`config.mk`:
```
export PLATFORM = sky130hd
export DESIGN_NAME = prime_counter_trial_division
export DESIGN_NICKNAME = d
export VERILOG_FILES = /design/src/rtl/pctd_pkg.sv /design/src/rtl/pctd_ctrl.sv /design/src/rtl/pctd_dp.sv /design/src/rtl/prime_counter_trial_division.sv
export SDC_FILE = /design/constraint.sdc
export NUM_CORES = 1
export LEC_CHECK = 0
export ABC_AREA = 1
export BUFFER_PORTS_ARGS = -buffer_cell sky130_fd_sc_hd__buf_2
export CORE_MARGIN = 2
export CORE_UTILIZATION = 35
export DETAILED_ROUTE_END_ITERATION = 10
export MAX_ROUTING_LAYER = met4
export PLACE_DENSITY = 0.5
export SLEW_MARGIN = 5
export SYNTH_ARGS = -nofsm -noshare
export SYNTH_HDL_FRONTEND = slang
export SYNTH_HIERARCHICAL = 1
export SYNTH_SLANG_ARGS = --single-unit
```
`constraint.sdc`:
```
create_clock -name clk -period 7.35 [get_ports clk]
set_clock_uncertainty 0.05 [all_clocks]
set_input_delay 0.735 -clock clk [delete_from_list [all_inputs] [get_ports clk]]
set_output_delay 0.735 -clock clk [all_outputs]
set_load 0.02 [all_outputs]
```
`src/rtl/pctd_pkg.sv`:
```
// ----------------------------------------------------------------------------
// pctd_pkg
// Shared widths and the command and status groups that pass between the
// controller and the datapath of the trial-division prime counter.
// ----------------------------------------------------------------------------
package pctd_pkg;

  localparam int VALUE_BITS = 32;
  localparam int COUNT_BITS = 16;

  // Magnitude bits of a non-negative value.
  localparam int MAG_BITS = VALUE_BITS - 1;
  // Divisor width: holds the first divisor whose square exceeds the value.
  localparam int D_BITS   = VALUE_BITS / 2 + 1;
  localparam int SQ_BITS  = 2 * D_BITS;
  // Bit counter of the serial remainder unit.
  localparam int BIT_W    = $clog2(MAG_BITS);

  typedef struct packed {
    logic load;      // take a new transaction into the datapath
    logic div_init;  // start a remainder calculation for the current divisor
    logic div_step;  // one restoring step of the remainder
    logic next_div;  // advance divisor and its square
    logic set_prime; // mark the current value as prime
    logic emit;      // write the result register
  } pctd_cmd_t;

  typedef struct packed {
    logic below_two; // negative, zero or one
    logic sq_over;   // divisor squared exceeds the value
    logic div_done;  // the remainder step now running is the last one
    logic rem_zero;  // remainder is zero
    logic out_busy;  // result register is full and not being taken
  } pctd_stat_t;

endpackage

```
`src/rtl/pctd_ctrl.sv`:
```
// ----------------------------------------------------------------------------
// pctd_ctrl
// Controller of the prime counter: sequences the divisor loop and the
// bit-serial remainder unit, and hands the result to the output register.
// ----------------------------------------------------------------------------
module pctd_ctrl (
  input  logic                 clk,
  input  logic                 rst,
  input  logic                 in_valid,
  output logic                 in_ready,
  input  pctd_pkg::pctd_stat_t stat,
  output pctd_pkg::pctd_cmd_t  cmd
);
  import pctd_pkg::*;

  localparam logic [2:0] S_IDLE   = 3'd0;
  localparam logic [2:0] S_TEST   = 3'd1;
  localparam logic [2:0] S_DIV    = 3'd2;
  localparam logic [2:0] S_REM    = 3'd3;
  localparam logic [2:0] S_RESULT = 3'd4;

  logic [2:0] state;
  logic [2:0] state_next;

  assign in_ready = (state == S_IDLE);

  always_comb begin
    state_next = state;
    cmd        = '0;
    case (state)
      S_IDLE: begin
        if (in_valid) begin
          cmd.load   = 1'b1;
          state_next = S_TEST;
        end
      end
      S_TEST: begin
        if (stat.below_two) begin
          state_next = S_RESULT;
        end else if (stat.sq_over) begin
          cmd.set_prime = 1'b1;
          state_next    = S_RESULT;
        end else begin
          cmd.div_init = 1'b1;
          state_next   = S_DIV;
        end
      end
      S_DIV: begin
        cmd.div_step = 1'b1;
        if (stat.div_done) begin
          state_next = S_REM;
        end
      end
      S_REM: begin
        if (stat.rem_zero) begin
          state_next = S_RESULT;
        end else begin
          cmd.next_div = 1'b1;
          state_next   = S_TEST;
        end
      end
      S_RESULT: begin
        if (!stat.out_busy) begin
          cmd.emit   = 1'b1;
          state_next = S_IDLE;
        end
      end
      default: begin
        state_next = S_IDLE;
      end
    endcase
  end

  always_ff @(posedge clk) begin
    if (rst) begin
      state <= S_IDLE;
    end else begin
      state <= state_next;
    end
  end

endmodule

```
`src/rtl/pctd_dp.sv`:
```
// ----------------------------------------------------------------------------
// pctd_dp
// Datapath of the prime counter: value and divisor registers, an
// incrementally kept divisor square, a one-bit-per-cycle restoring remainder
// unit, the running prime count and the output register.
// ----------------------------------------------------------------------------
module pctd_dp (
  input  logic                                 clk,
  input  logic                                 rst,
  input  logic signed [pctd_pkg::VALUE_BITS-1:0] value,
  input  logic                                 last,
  input  pctd_pkg::pctd_cmd_t                  cmd,
  output pctd_pkg::pctd_stat_t                 stat,
  output logic                                 out_valid,
  input  logic                                 out_ready,
  output logic                                 is_prime,
  output logic [pctd_pkg::COUNT_BITS-1:0]      prime_count,
  output logic                                 done_res
);
  import pctd_pkg::*;

  logic [VALUE_BITS-1:0] val;
  logic                  lst;
  logic [D_BITS-1:0]     d;
  logic [SQ_BITS-1:0]    sq;
  logic [MAG_BITS-1:0]   shf;
  logic [D_BITS-1:0]     rem;
  logic [BIT_W-1:0]      bitcnt;
  logic                  prime;
  logic [COUNT_BITS-1:0] running_count;
  logic [COUNT_BITS-1:0] count_next;

  logic [MAG_BITS-1:0]   mag;
  logic [D_BITS:0]       trial;
  logic [D_BITS:0]       diff;
  logic [D_BITS-1:0]     rem_next;

  assign mag = val[MAG_BITS-1:0];

  // One restoring step: bring in the next value bit, subtract when it fits.
  assign trial = {rem, shf[MAG_BITS-1]};
  assign diff  = trial - {1'b0, d};
  always_comb begin
    if (trial >= {1'b0, d}) begin
      rem_next = diff[D_BITS-1:0];
    end else begin
      rem_next = trial[D_BITS-1:0];
    end
  end

  always_comb begin
    count_next = running_count;
    if (prime && (running_count != {COUNT_BITS{1'b1}})) begin
      count_next = running_count + COUNT_BITS'(1);
    end
  end

  assign stat.below_two = val[VALUE_BITS-1] || (mag < MAG_BITS'(2));
  assign stat.sq_over   = sq > SQ_BITS'(mag);
  assign stat.div_done  = (bitcnt == '0);
  assign stat.rem_zero  = (rem == '0);
  assign stat.out_busy  = out_valid && !out_ready;

  always_ff @(posedge clk) begin
    if (cmd.load) begin
      val   <= value;
      lst   <= last;
      d     <= D_BITS'(2);
      sq    <= SQ_BITS'(4);
      prime <= 1'b0;
    end
    if (cmd.set_prime) begin
      prime <= 1'b1;
    end
    if (cmd.div_init) begin
      shf    <= mag;
      rem    <= '0;
      bitcnt <= BIT_W'(MAG_BITS - 1);
    end
    if (cmd.div_step) begin
      shf    <= shf << 1;
      rem    <= rem_next;
      bitcnt <= bitcnt - BIT_W'(1);
    end
    if (cmd.next_div) begin
      d  <= d + D_BITS'(1);
      sq <= sq + SQ_BITS'({d, 1'b1});
    end
    if (cmd.emit) begin
      is_prime    <= prime;
      prime_count <= count_next;
      done_res    <= lst;
    end
  end

  always_ff @(posedge clk) begin
    if (rst) begin
      out_valid     <= 1'b0;
      running_count <= '0;
    end else begin
      if (cmd.emit) begin
        out_valid     <= 1'b1;
        running_count <= lst ? '0 : count_next;
      end else if (out_ready) begin
        out_valid <= 1'b0;
      end
    end
  end

endmodule

```
`src/rtl/prime_counter_trial_division.sv`:
```
// Each accepted value is first checked against two; values below two go
// straight to the result. Otherwise each divisor takes one bound check, 31
// remainder steps and one zero check, until the bound stops the search or
// the divisor divides the value; a large prime walks the most divisors.
// Throughput: one transaction at a time, set by the bit-serial remainder unit.
// Reset clears the controller, the running count and the result valid flag.
// ----------------------------------------------------------------------------
// prime_counter_trial_division
// Tests each signed input value for primality by trial division and reports
// a prime flag, the saturating running count of primes in the current array
// and the end-of-array mark.
// ----------------------------------------------------------------------------
module prime_counter_trial_division (
  input  logic                                   clk,
  input  logic                                   rst,
  input  logic                                   in_valid,
  output logic                                   in_ready,
  input  logic signed [pctd_pkg::VALUE_BITS-1:0] value,
  input  logic                                   last,
  output logic                                   out_valid,
  input  logic                                   out_ready,
  output logic                                   is_prime,
  output logic [pctd_pkg::COUNT_BITS-1:0]        prime_count,
  output logic                                   done_res
);
  import pctd_pkg::*;

  // The controller walks the divisors 2, 3, 4, ... and stops either when
  // the square of the divisor exceeds the value (the value is prime) or when
  // a remainder comes out zero (the value is composite). The square is kept
  // by adding 2d+1 on each advance, so no multiplier is needed, and the
  // remainder is formed one value bit per cycle by restoring subtraction.
  //
  // The result sits in an output register. Once it has been written, the
  // input side is ready again, so the next transaction is being worked on
  // while the previous result still waits to be taken.

  pctd_cmd_t  cmd;
  pctd_stat_t stat;

  pctd_ctrl u_ctrl (
    .clk      (clk),
    .rst      (rst),
    .in_valid (in_valid),
    .in_ready (in_ready),
    .stat     (stat),
    .cmd      (cmd)
  );

  pctd_dp u_dp (
    .clk         (clk),
    .rst         (rst),
    .value       (value),
    .last        (last),
    .cmd         (cmd),
    .stat        (stat),
    .out_valid   (out_valid),
    .out_ready   (out_ready),
    .is_prime    (is_prime),
    .prime_count (prime_count),
    .done_res    (done_res)
  );

endmodule

```
* Yosys cells after proc, flatten, opt, wreduce, memory -nomap -nowiden
Index checks and enable logic that the tools add are counted.
W data, S select, Z words.
** Cells by class
- $add $sub $neg :: 5
- Eq/ne operators :: 8
- Reduce and logical (&&, ||, !) cells :: 11
- Mux-type cells :: 35
- Order comparisons :: 3
** Operators by type and width (number)
- $mux W17 :: 5
- $mux W34 :: 2
- $mux W31 :: 2
- $add A34 B18 Y34 :: 1
- $gt A34 B31 Y1 :: 1
- $mux W16 :: 2
- $lt A31 B2 Y1 const B :: 1
- $ge A18 B17 Y1 :: 1
- $mux W3 :: 6
- $add A17 B1 Y17 const B :: 1
- $logic_not A17 Y1 :: 1
- $sub A17 B17 Y17 :: 1
- $add A16 B1 Y16 const B :: 1
- $ne A16 B16 Y1 const B :: 1
- $mux W1 :: 15
- $pmux W3 S5 :: 1
- $mux W5 :: 2
- $eq A3 B2 Y1 const B :: 2
- $ne A2 B2 Y1 const B :: 3
- $reduce_bool A2 Y1 :: 3
- $logic_not A5 Y1 :: 1
- $sub A5 B1 Y5 const B :: 1
- $eq A3 B1 Y1 const B :: 1
- $eq A3 B3 Y1 const B :: 1
- other kinds (5) :: 6
** Storage, ports and cells
- Logic and storage cells :: 77
- Output and inout port bits :: 20
- Register bits after elaboration :: 176
- Bits of input ports :: 37

* Depth between registers and ports, before layout
Gate-level depths: netlist of run 1.
- Word-level depth :: 6
- Mapped depth :: 18
- Gate-level depth less buffers :: 18

* By module
Netlist of run 1, hierarchy kept.
** By module, submodules not included
- pctd_dp :: sequential area each 5004.8 um2, area an instance 10705.3 um2, cells an instance 1334, instances 1
- pctd_ctrl :: sequential area each 60.1 um2, area an instance 232.7 um2, cells an instance 41, instances 1

* Worst setup path before layout of run 1
No wires, ideal clock.
- Kind :: input -> register
- Start point :: in out_ready
- End point :: reg u_dp.running_count[10]
- Library setup time :: 70 ps
- Stages on the path :: 7
- Data required time :: 7230 ps
- Setup slack :: 3006 ps
- Path buffers :: 1
- Arrival :: 4224 ps
- Path through :: nor2_1 -> nor4_1 -> clkinv_1 -> nor2_1 -> buf_4 -> nand3_1 -> a21oi_1
** RTL lines
- from (decl) :: RTL line prime_counter_trial_division.sv:21 : input logic out_ready,
- to (signal assigned) :: RTL line pctd_dp.sv:103 : running_count <= lst ? '0 : count_next;
- to (decl) :: RTL line pctd_dp.sv:30 : logic [COUNT_BITS-1:0] running_count;

==> results_dict.tcl, run 1 <==
set metrics [dict create \
    status "finished clean" \
    netlist.area_leader.share_pct 42.3 \
    required_ns 7.37 \
    synth_area_leaders "edfxtp_1 (42%), nand2_1 (12%), ha_1 (7.8%)" \
    crit_slowest_cell "buf_4" \
    clockPowerShare_pct 35.0 \
    grt_first_pass_wirelength_um 46100 \
    ant_nets 0 \
    p_leak_uw 0.00515 \
    cts-root-buf "clkbuf_16" \
    num_rows 64 \
    diodes 0 \
    grt_max_degree 53 \
    yosys.area.top_type "edfxtp_1" \
    sw_frac_of_total_pct 31.6 \
    syn_nets 1482 \
    hold_viol 0 \
    final.setup.tns_ns 0 \
    yosysWarningCount 6 \
    dp_hpwl_um 21700 \
    ys_ff_latch 176 \
    avgSynthCellArea_um2 7.95 \
    path_class "reg2reg" \
    routed_wl_um 28600 \
    tightest_slew_ns 1.24 \
    post-cts-setup-buffers 0 \
    numCtsBuffers 17 \
    antenna_found_initial 0 \
    holdBufCountCts 0 \
    synth_edf_count 154 \
    area_growth_syn_to_layout_pct 12.2 \
    cp_max_fo 37 \
    seq_power_share_pct 45.4 \
    netlist_instances 1375 \
    ir_drop_v 0.000166 \
    setup_violations 0 \
    rsz0062_at_grt "no" \
    numPortBuffers 56 \
    cts-resized-gates 0 \
    place_area_um2 11700 \
    min_path_type "in2reg" \
    fin_nets 1538 \
    cts_sinks 176 \
    grt_overflow 0 \
    cts_buffer_depth 2 \
    yosysSeqAreaShare_pct 46.3 \
    cp-start-kind "flop" \
    fin_crit_ns 3.76 \
    p_int_uw 1850 \
    vias_per_cell 4.97 \
    path_buf_inv 3 \
    crit_family "simple AND/OR/NAND/NOR gates" \
    fp.dieArea_um2 32700 \
    cp.arrival_ns 3.77 \
    yosys.cell_types.count 41 \
    path_clk_slew_ns 0.08 \
    cpPeakStageDelay_ns 0.51 \
    path_cells "ha_1 -> nand2_1 -> nor2_1 -> nand4_1 -> nor3_1 -> nand4_1 -> nand2_1 -> inv_1 -> or2_2 -> nor2_2 -> inv_1 -> nand2_2 -> buf_4" \
    yosysMostFrequentCell "nand2_1" \
    max_freq_mhz 266 \
    core_area_um2 30700 \
    async_reset_ff_share_pct 0 \
    cap_violations 0 \
    n_fill_cell 3205 \
    gp_congestion 0.898 \
    p_switching_uw 854 \
    cts_tree "built" \
    die_h_um 181 \
    drc_errors 0 \
    drtPass1Iterations 5 \
    drive_above_1_share_pct 8.38 \
    fin_crit_sh_pct 51.1 \
    endpoint_kind "flop" \
    insertion_delay_ns 0.44 \
    worst_slew_margin_rel_pct 17.3 \
    synth_top_cells_by_count "nand2_1 (357), inv_1 (188), edfxtp_1 (154), nor2_1 (149), a21oi_1 (109)" \
    ys.flop_type "edfxtp_1" \
    chipWidth_um 181 \
    finalMaxSlewViolations 0 \
    h-tree-depth 4 \
    start_util_pct 35.7 \
    grt_pass1_vias 8594 \
    drt_iter0_drc 578 \
    grt_util_all_layers_pct 18.3 \
    ioPinCount 57 \
    fin_area_um2 12300 \
    synthesis.area_um2 10900 \
    power_density_nw_per_um2 220 \
    wire_per_inst_um 15.6 \
    num_vias 9147 \
    pwr-share-comb_pct 19.6 \
]
[cell usage in the layout (no fill, tap or decap), drive strengths merged]
cell type and instances:
nand2 363, inv 198, edfxtp 154, nor2 153, a21oi 109, nand3 99, o21ai 78, ha 68
buf 63, nor3 27, nand4 24, dfxtp 22, clkbuf 18, xor2 17, nor4 8, or2 6
a21boi 5, and2 4, o21bai 4, nand3b 4, clkinv 4, xnor2 3, bufinv 2, clkinvlp 2
a31oi 2, fa 2, o21a 1, o211ai 1, a31o 1, nor3b 1, a21o 1
[stage by stage]
| step | cells | utilization [%] | setup WS [ns] | total power [uW] | hold WS (ns) |
|---|---|---|---|---|---|
| detailed placement | 1808 | 38.1 | 3.58 | 1780 | 0.410 |
| global route | 1840 | 40.0 | 3.30 | 2860 | 0.394 |
| floorplan | 1375 | - | 3.01 | 1610 | 0.377 |
| CTS | 1840 | 40.0 | 3.58 | 2730 | 0.394 |
| finish | 1840 | 40.0 | 3.59 | 2700 | 0.418 |
| global placement | 1808 | 38.1 | 3.62 | 1780 | 0.411 |
[layout make-up]
type                    instances  area, um2  area share, %
repair buffers                 63        333           2.71
clock buffers                  18        429           3.50
inverters                     192        723           5.89
well taps                     396        495           4.04
flip-flops and latches        176       5060           41.3
multi-input cells             981       5060           41.2
clock inverters                14        169           1.38
[path summary, 6_finish.rpt]
kind                                  from            end  slack, ns  cells past startpoint
worst min-delay path             value[12]   u_dp/val[12]       0.42                      1
worst max register to register  u_dp/sq[7]   u_dp/shf[17]       3.59                     13
worst min register to register    u_dp/lst  u_dp/done_res       0.42                      0
worst max-delay path            u_dp/sq[7]   u_dp/shf[17]       3.59                     13
[registers in the layout, indices dropped and copies added, names as in the netlist, 3 cells and up]
name                cells
u_ctrl/state            3
u_dp/bitcnt             5
u_dp/d                 17
u_dp/prime_count       16
u_dp/rem               17
u_dp/running_count     16
u_dp/shf               31
u_dp/sq                34
u_dp/val               32
[worst reg2reg max path: cells and delay by family (launching register included)]
family,cells,cell delay [ns]
DFF,1,0.45
and+or+nand+nor,9,1.85
buffers and inverters,3,0.68
adders and majority gates,1,0.33
[power groups by stage]
stage          clock network [uW]  logic (uW)  registers, uW
2_1_floorplan                   0         375           1240
5_1_grt                      1010         608           1240
6_report                      945         529           1230
3_3_place_gp                    0         527           1250
3_5_place_dp                    0         528           1250
4_1_cts                       975         531           1230
[logic make-up after synthesis]
kind of cell               synth area share [%]
AOI/OAI and AO/OA                          9.57
buffers and inverters                      7.70
and+or+nand+nor                            26.7
DFF                                        46.3
adders and majority gates                  8.14
xor gates and xnor gates                   1.60
[per-layer routing]
metal | vias to the layer above | wire (um) | global-route usage [%]
met5 | - | 0 | -
met4 | 0 | 342 | 4.48
met3 | 18 | 920 | 2.70
met2 | 152 | 12900 | 28.0
met1 | 4278 | 14500 | 25.6
li1 | 4699 | - | -
(Power assumes the default switching activity.)
==> inputs of run 2 (changes only) <==
Settings changed: ABC_AREA 1 to 0.
Clock period 7.35 ns to 3.7 ns, I/O delays scaled along.
==> results_dict.tcl, run 2 <==
set metrics [dict create \
    cts-resized-gates 0 \
    holdBufCountCts 0 \
    status "finished clean" \
    routed_wl_um 24900 \
    netlist.area_leader.share_pct 45.1 \
    ioPinCount 57 \
    fin_crit_ns 3.26 \
    tightest_slew_ns 0.919 \
    regToRegSetupSlack_ns 0.44 \
    gp_congestion 0.818 \
    yosys.area.top_type "edfxtp_1" \
    wire_per_inst_um 17.2 \
    min_path_type "in2reg" \
    finalMaxSlewViolations 0 \
    cts_sinks 176 \
    antenna_found_initial 0 \
    netlist_instances 999 \
    yosys.cell_types.count 66 \
    fin_crit_sh_pct 88.2 \
    die_h_um 175 \
    chipWidth_um 175 \
    largest_reg_flops 34 \
    num_vias 7629 \
    fin_util_pct 40.3 \
    grt_util_all_layers_pct 17.2 \
    grt_first_pass_wirelength_um 40200 \
    crit_path_start "u_dp/sq[19]" \
    avgSynthCellArea_um2 10.3 \
    ff2ff_path_depth 13 \
    insertion_delay_ns 0.44 \
    vias_per_cell 5.26 \
    reg_top3 "u_dp/sq (34), u_dp/val (32), u_dp/shf (31)" \
    hold_viol 0 \
    min_from "value[1]" \
    layout_setup_ws_ns 0.435 \
    final_common_cell "edfxtp_1" \
    numCtsBuffers 17 \
    core_area_um2 28800 \
    endpoint_kind "flop" \
    numPortBuffers 56 \
    fp.dieArea_um2 30700 \
    fin_nets 1161 \
    reg2reg_to "u_dp/shf[15]" \
    syn_nets 1106 \
    n_fill_cell 2802 \
    h-tree-depth 4 \
    path_class "reg2reg" \
    layout_common_cells "edfxtp_1 (154), nor2_1 (113), nand2_1 (73)" \
    p_leak_uw 0.00445 \
    hold_path_depth 1 \
    synthesis.area_um2 10300 \
    dp_hpwl_um 18000 \
    grt_pass1_vias 7457 \
    yosysMostFrequentCell "edfxtp_1" \
    drc_errors 0 \
    area_growth_syn_to_layout_pct 13.2 \
    post-place-ws_ns 0.441 \
    drtPass1Iterations 5 \
    diodes 0 \
    num_rows 62 \
    ir_drop_v 0.000386 \
    start_util_pct 35.6 \
    post-cts-setup-buffers 0 \
    regMostFlops "u_dp/sq" \
    whs_ns 0.0532 \
    path_clk_slew_ns 0.08 \
    synth_area_leaders "edfxtp_1 (45%), ha_1 (8.3%), dfxtp_1 (4.3%)" \
    async_reset_ff_share_pct 0 \
    grt_overflow 0 \
    grt_max_degree 52 \
    ant_nets 0 \
    drive_above_1_share_pct 11.1 \
    reg2reg_from "u_dp/sq[19]" \
    holdPathEnd "u_dp/val[1]" \
    worst_slew_margin_rel_pct 38.5 \
    yosysWarningCount 6 \
    cts_buffer_depth 2 \
    cp_max_fo 17 \
    drt_iter0_drc 440 \
    cts_tree "built" \
    yosysSeqAreaShare_pct 49.4 \
    cp-start-kind "flop" \
    max_freq_mhz 306 \
    total_power_uw 5350 \
    rsz0062_at_grt "no" \
    synth_edf_count 154 \
    ys_ff_latch 176 \
    power_density_nw_per_um2 461 \
    synth_top_cells_by_count "edfxtp_1 (154), nor2_1 (114), nand2_1 (74), ha_1 (68), inv_1 (66)" \
    setup_violations 0 \
    cap_violations 0 \
    cp.arrival_ns 3.51 \
    final.setup.tns_ns 0 \
    cts-root-buf "clkbuf_16" \
    required_ns 3.95 \
    ys.flop_type "edfxtp_1" \
]
run 2: layer usage:
metal	share of wire, %	GRT usage [%]	wire length, um	up-vias
met2	47	27.5	11800	135
met1	49	22.9	12100	3665
met5	0	-	0	-
li1	-	-	-	3813
met4	1.1	4.48	276	0
met3	2.8	2.52	686	16
run 2: how the worst max path moves through the flow:
stage / endpoint / slack, ns / depth (start not counted)
finish: u_dp/shf[15] / 0.44 / 13
detailed placement: u_dp/shf[14] / 0.44 / 13
floorplan: u_dp/d[0] / 0.10 / 4
CTS: u_dp/shf[20] / 0.41 / 13
global route: u_dp/shf[15] / 0.13 / 11
global placement: u_dp/shf[14] / 0.52 / 11
run 2: cell type report:
class / count / area (um2) / share of cell area [%]
Clock buffer: 17 / 425 / 3.67
Clock inverter: 15 / 188 / 1.62
Inverter: 68 / 255 / 2.20
Multi-Input combinational cell: 722 / 4800 / 41.4
Sequential cell: 176 / 5060 / 43.6
Tap cell: 384 / 480 / 4.14
Timing Repair Buffer: 69 / 390 / 3.36
run 2: per-stage QoR:
stage | cell area [um2] | cells
floorplan | 10300 | 999
global placement | 11000 | 1419
detailed placement | 11000 | 1419
CTS | 11600 | 1451
global route | 11600 | 1451
finish | 11600 | 1451
run 2: logic make-up after synthesis:
logic type	share of synthesized area, %
flip-flops	49.4
adder cells (fa/ha/maj)	8.69
XOR/XNOR	5.30
AO/OA/AOI/OAI	14.3
multiplexers	1.39
AND/OR/NAND/NOR	17.0
buffers and inverters	3.93
run 2: worst max-delay path, stage by stage, from the launching register on:
cell	delay (ns)
edfxtp_1	0.51
ha_1	0.35
a21oi_1	0.14
nor2b_1	0.06
o21ai_0	0.17
a21oi_1	0.09
o21a_1	0.17
o21ai_0	0.26
a31oi_1	0.21
nor4_2	0.30
buf_4	0.26
nor2b_1	0.16
buf_4	0.23
a22o_1	0.17
run 2: power by group:
group | total (uW) | internal, uW | switching [uW]
registers | 2480 | 2330 | 147
clock network | 1840 | 920 | 917
logic | 1030 | 398 | 631
==> inputs of run 3 (changes only) <==
Settings changed: CORE_UTILIZATION 35 to 40, PLACE_DENSITY 0.5 to 0.65.
==> results_dict.tcl, run 3 (synthesis gave the netlist of run 2 again) <==
set metrics [dict create \
    n_fill_cell 2366 \
    drc_errors 0 \
    final_common_cell "edfxtp_1" \
    h-tree-depth 4 \
    p_leak_uw 0.00443 \
    numCtsBuffers 17 \
    worst_slew_margin_rel_pct 33.7 \
    chipWidth_um 164 \
    cp.arrival_ns 3.35 \
    status "finished clean" \
    cp_max_fo 18 \
    grt_first_pass_wirelength_um 37100 \
    insertion_delay_ns 0.43 \
    hold_viol 0 \
    numPortBuffers 56 \
    grt_max_degree 55 \
    antenna_found_initial 0 \
    area_growth_syn_to_layout_pct 12.2 \
    grt_overflow 0 \
    diodes 0 \
    cts_tree "built" \
    wire_per_inst_um 16.4 \
    path_class "reg2reg" \
    cts_sinks 176 \
    drtPass1Iterations 5 \
    ioPinCount 57 \
    num_rows 58 \
    final.setup.tns_ns 0 \
    path_clk_slew_ns 0.07 \
    grt_util_all_layers_pct 18.0 \
    start_util_pct 40.7 \
    ir_drop_v 0.000346 \
    cp-start-kind "flop" \
    grt_pass1_vias 7326 \
    max_freq_mhz 304 \
    fp.dieArea_um2 26900 \
    layout_common_cells "edfxtp_1 (154), nor2_1 (113), nand2_1 (73)" \
    fin_nets 1160 \
    finalMaxSlewViolations 0 \
    die_h_um 164 \
    vias_per_cell 5.51 \
    cts-root-buf "clkbuf_16" \
    setup_violations 0 \
    fin_area_um2 11500 \
    dp_hpwl_um 16500 \
    fin_crit_ns 3.29 \
    core_area_um2 25200 \
    grtUsageMet1_pct 23.6 \
    endpoint_kind "flop" \
    post-cts-setup-buffers 0 \
    tightest_slew_ns 0.989 \
    drive_above_1_share_pct 10.7 \
    rsz0062_at_grt "no" \
    fin_crit_sh_pct 89.0 \
    cap_violations 0 \
    reg_top3 "u_dp/sq (34), u_dp/val (32), u_dp/shf (31)" \
    min_path_type "in2reg" \
    power_density_nw_per_um2 456 \
    required_ns 3.76 \
    busiest_layer "met2" \
    use_met2_pct 28.7 \
    ant_nets 0 \
    cts_buffer_depth 2 \
    drt_iter0_drc 662 \
    largest_reg_flops 34 \
    routed_wl_um 22900 \
    num_vias 7693 \
    regMostFlops "u_dp/sq" \
    gp_congestion 0.853 \
    use_met3_pct 3.71 \
    place_area_um2 10900 \
]
-- run 3: power by group --
part	switching, uW	total, uW	internal [uW]
Clock	768	1750	977
Sequential	138	2470	2340
Combinational	629	1030	398
-- run 3: final timing paths --
path / slack (ns) / start / cells past startpoint / end
worst max-delay path: 0.41 / u_dp/sq[19] / 10 / u_dp/shf[17]
worst min-delay path: 0.06 / value[2] / 1 / u_dp/val[2]
worst max register to register: 0.41 / u_dp/sq[19] / 10 / u_dp/shf[17]
worst min register to register: 0.46 / u_dp/shf[0] / 2 / u_dp/shf[0]
-- run 3: what timing repair did --
| action | 4_1_cts | 5_1_grt |
|---|---|---|
| endpoints found under the setup margin | 0 | 17 |
| endpoints found under the hold margin | 0 | 0 |
| hold buffers | 0 | 0 |
| gates resized for setup | 0 | 1 |
-- run 3: cell type report --
type / instances / area, um2 / area share, %
Sequential cell: 176 / 5060 / 44.0
Multi-Input combinational cell: 722 / 4800 / 41.8
Clock buffer: 22 / 465 / 4.05
Tap cell: 330 / 413 / 3.59
Timing Repair Buffer: 68 / 395 / 3.44
Inverter: 68 / 255 / 2.22
Clock inverter: 10 / 103 / 0.892
-- run 3: metal layers --
layer  part of all wire (%)  up-vias
li1                       -     3791
met1                     47     3701
met2                     48      181
met3                    3.9       20
met4                   0.96        0
met5                      0        -
-- run 3: per-stage QoR --
step	hold slack [ns]	worst slack (ns)	utilization (%)	std cells	total power (uW)
after CTS	0.0410	0.0852	45.7	1396	5280
after detailed placement	0.437	0.115	43.4	1364	3520
after global routing	0.0350	0.167	45.7	1396	5490
after floorplan	0.374	0.102	-	999	3240
after global placement	0.434	0.164	43.4	1364	3510
final	0.0573	0.406	45.7	1396	5250
-- run 3: critical path, stage by stage, from the launching register on --
cell      delay (ns)
edfxtp_1        0.51
ha_1            0.35
nand4_1         0.15
nor4_1          0.47
nand4_1         0.16
mux2i_1         0.15
a31oi_1         0.09
nor4_2          0.31
buf_4           0.27
or2_2           0.18
buf_4           0.27
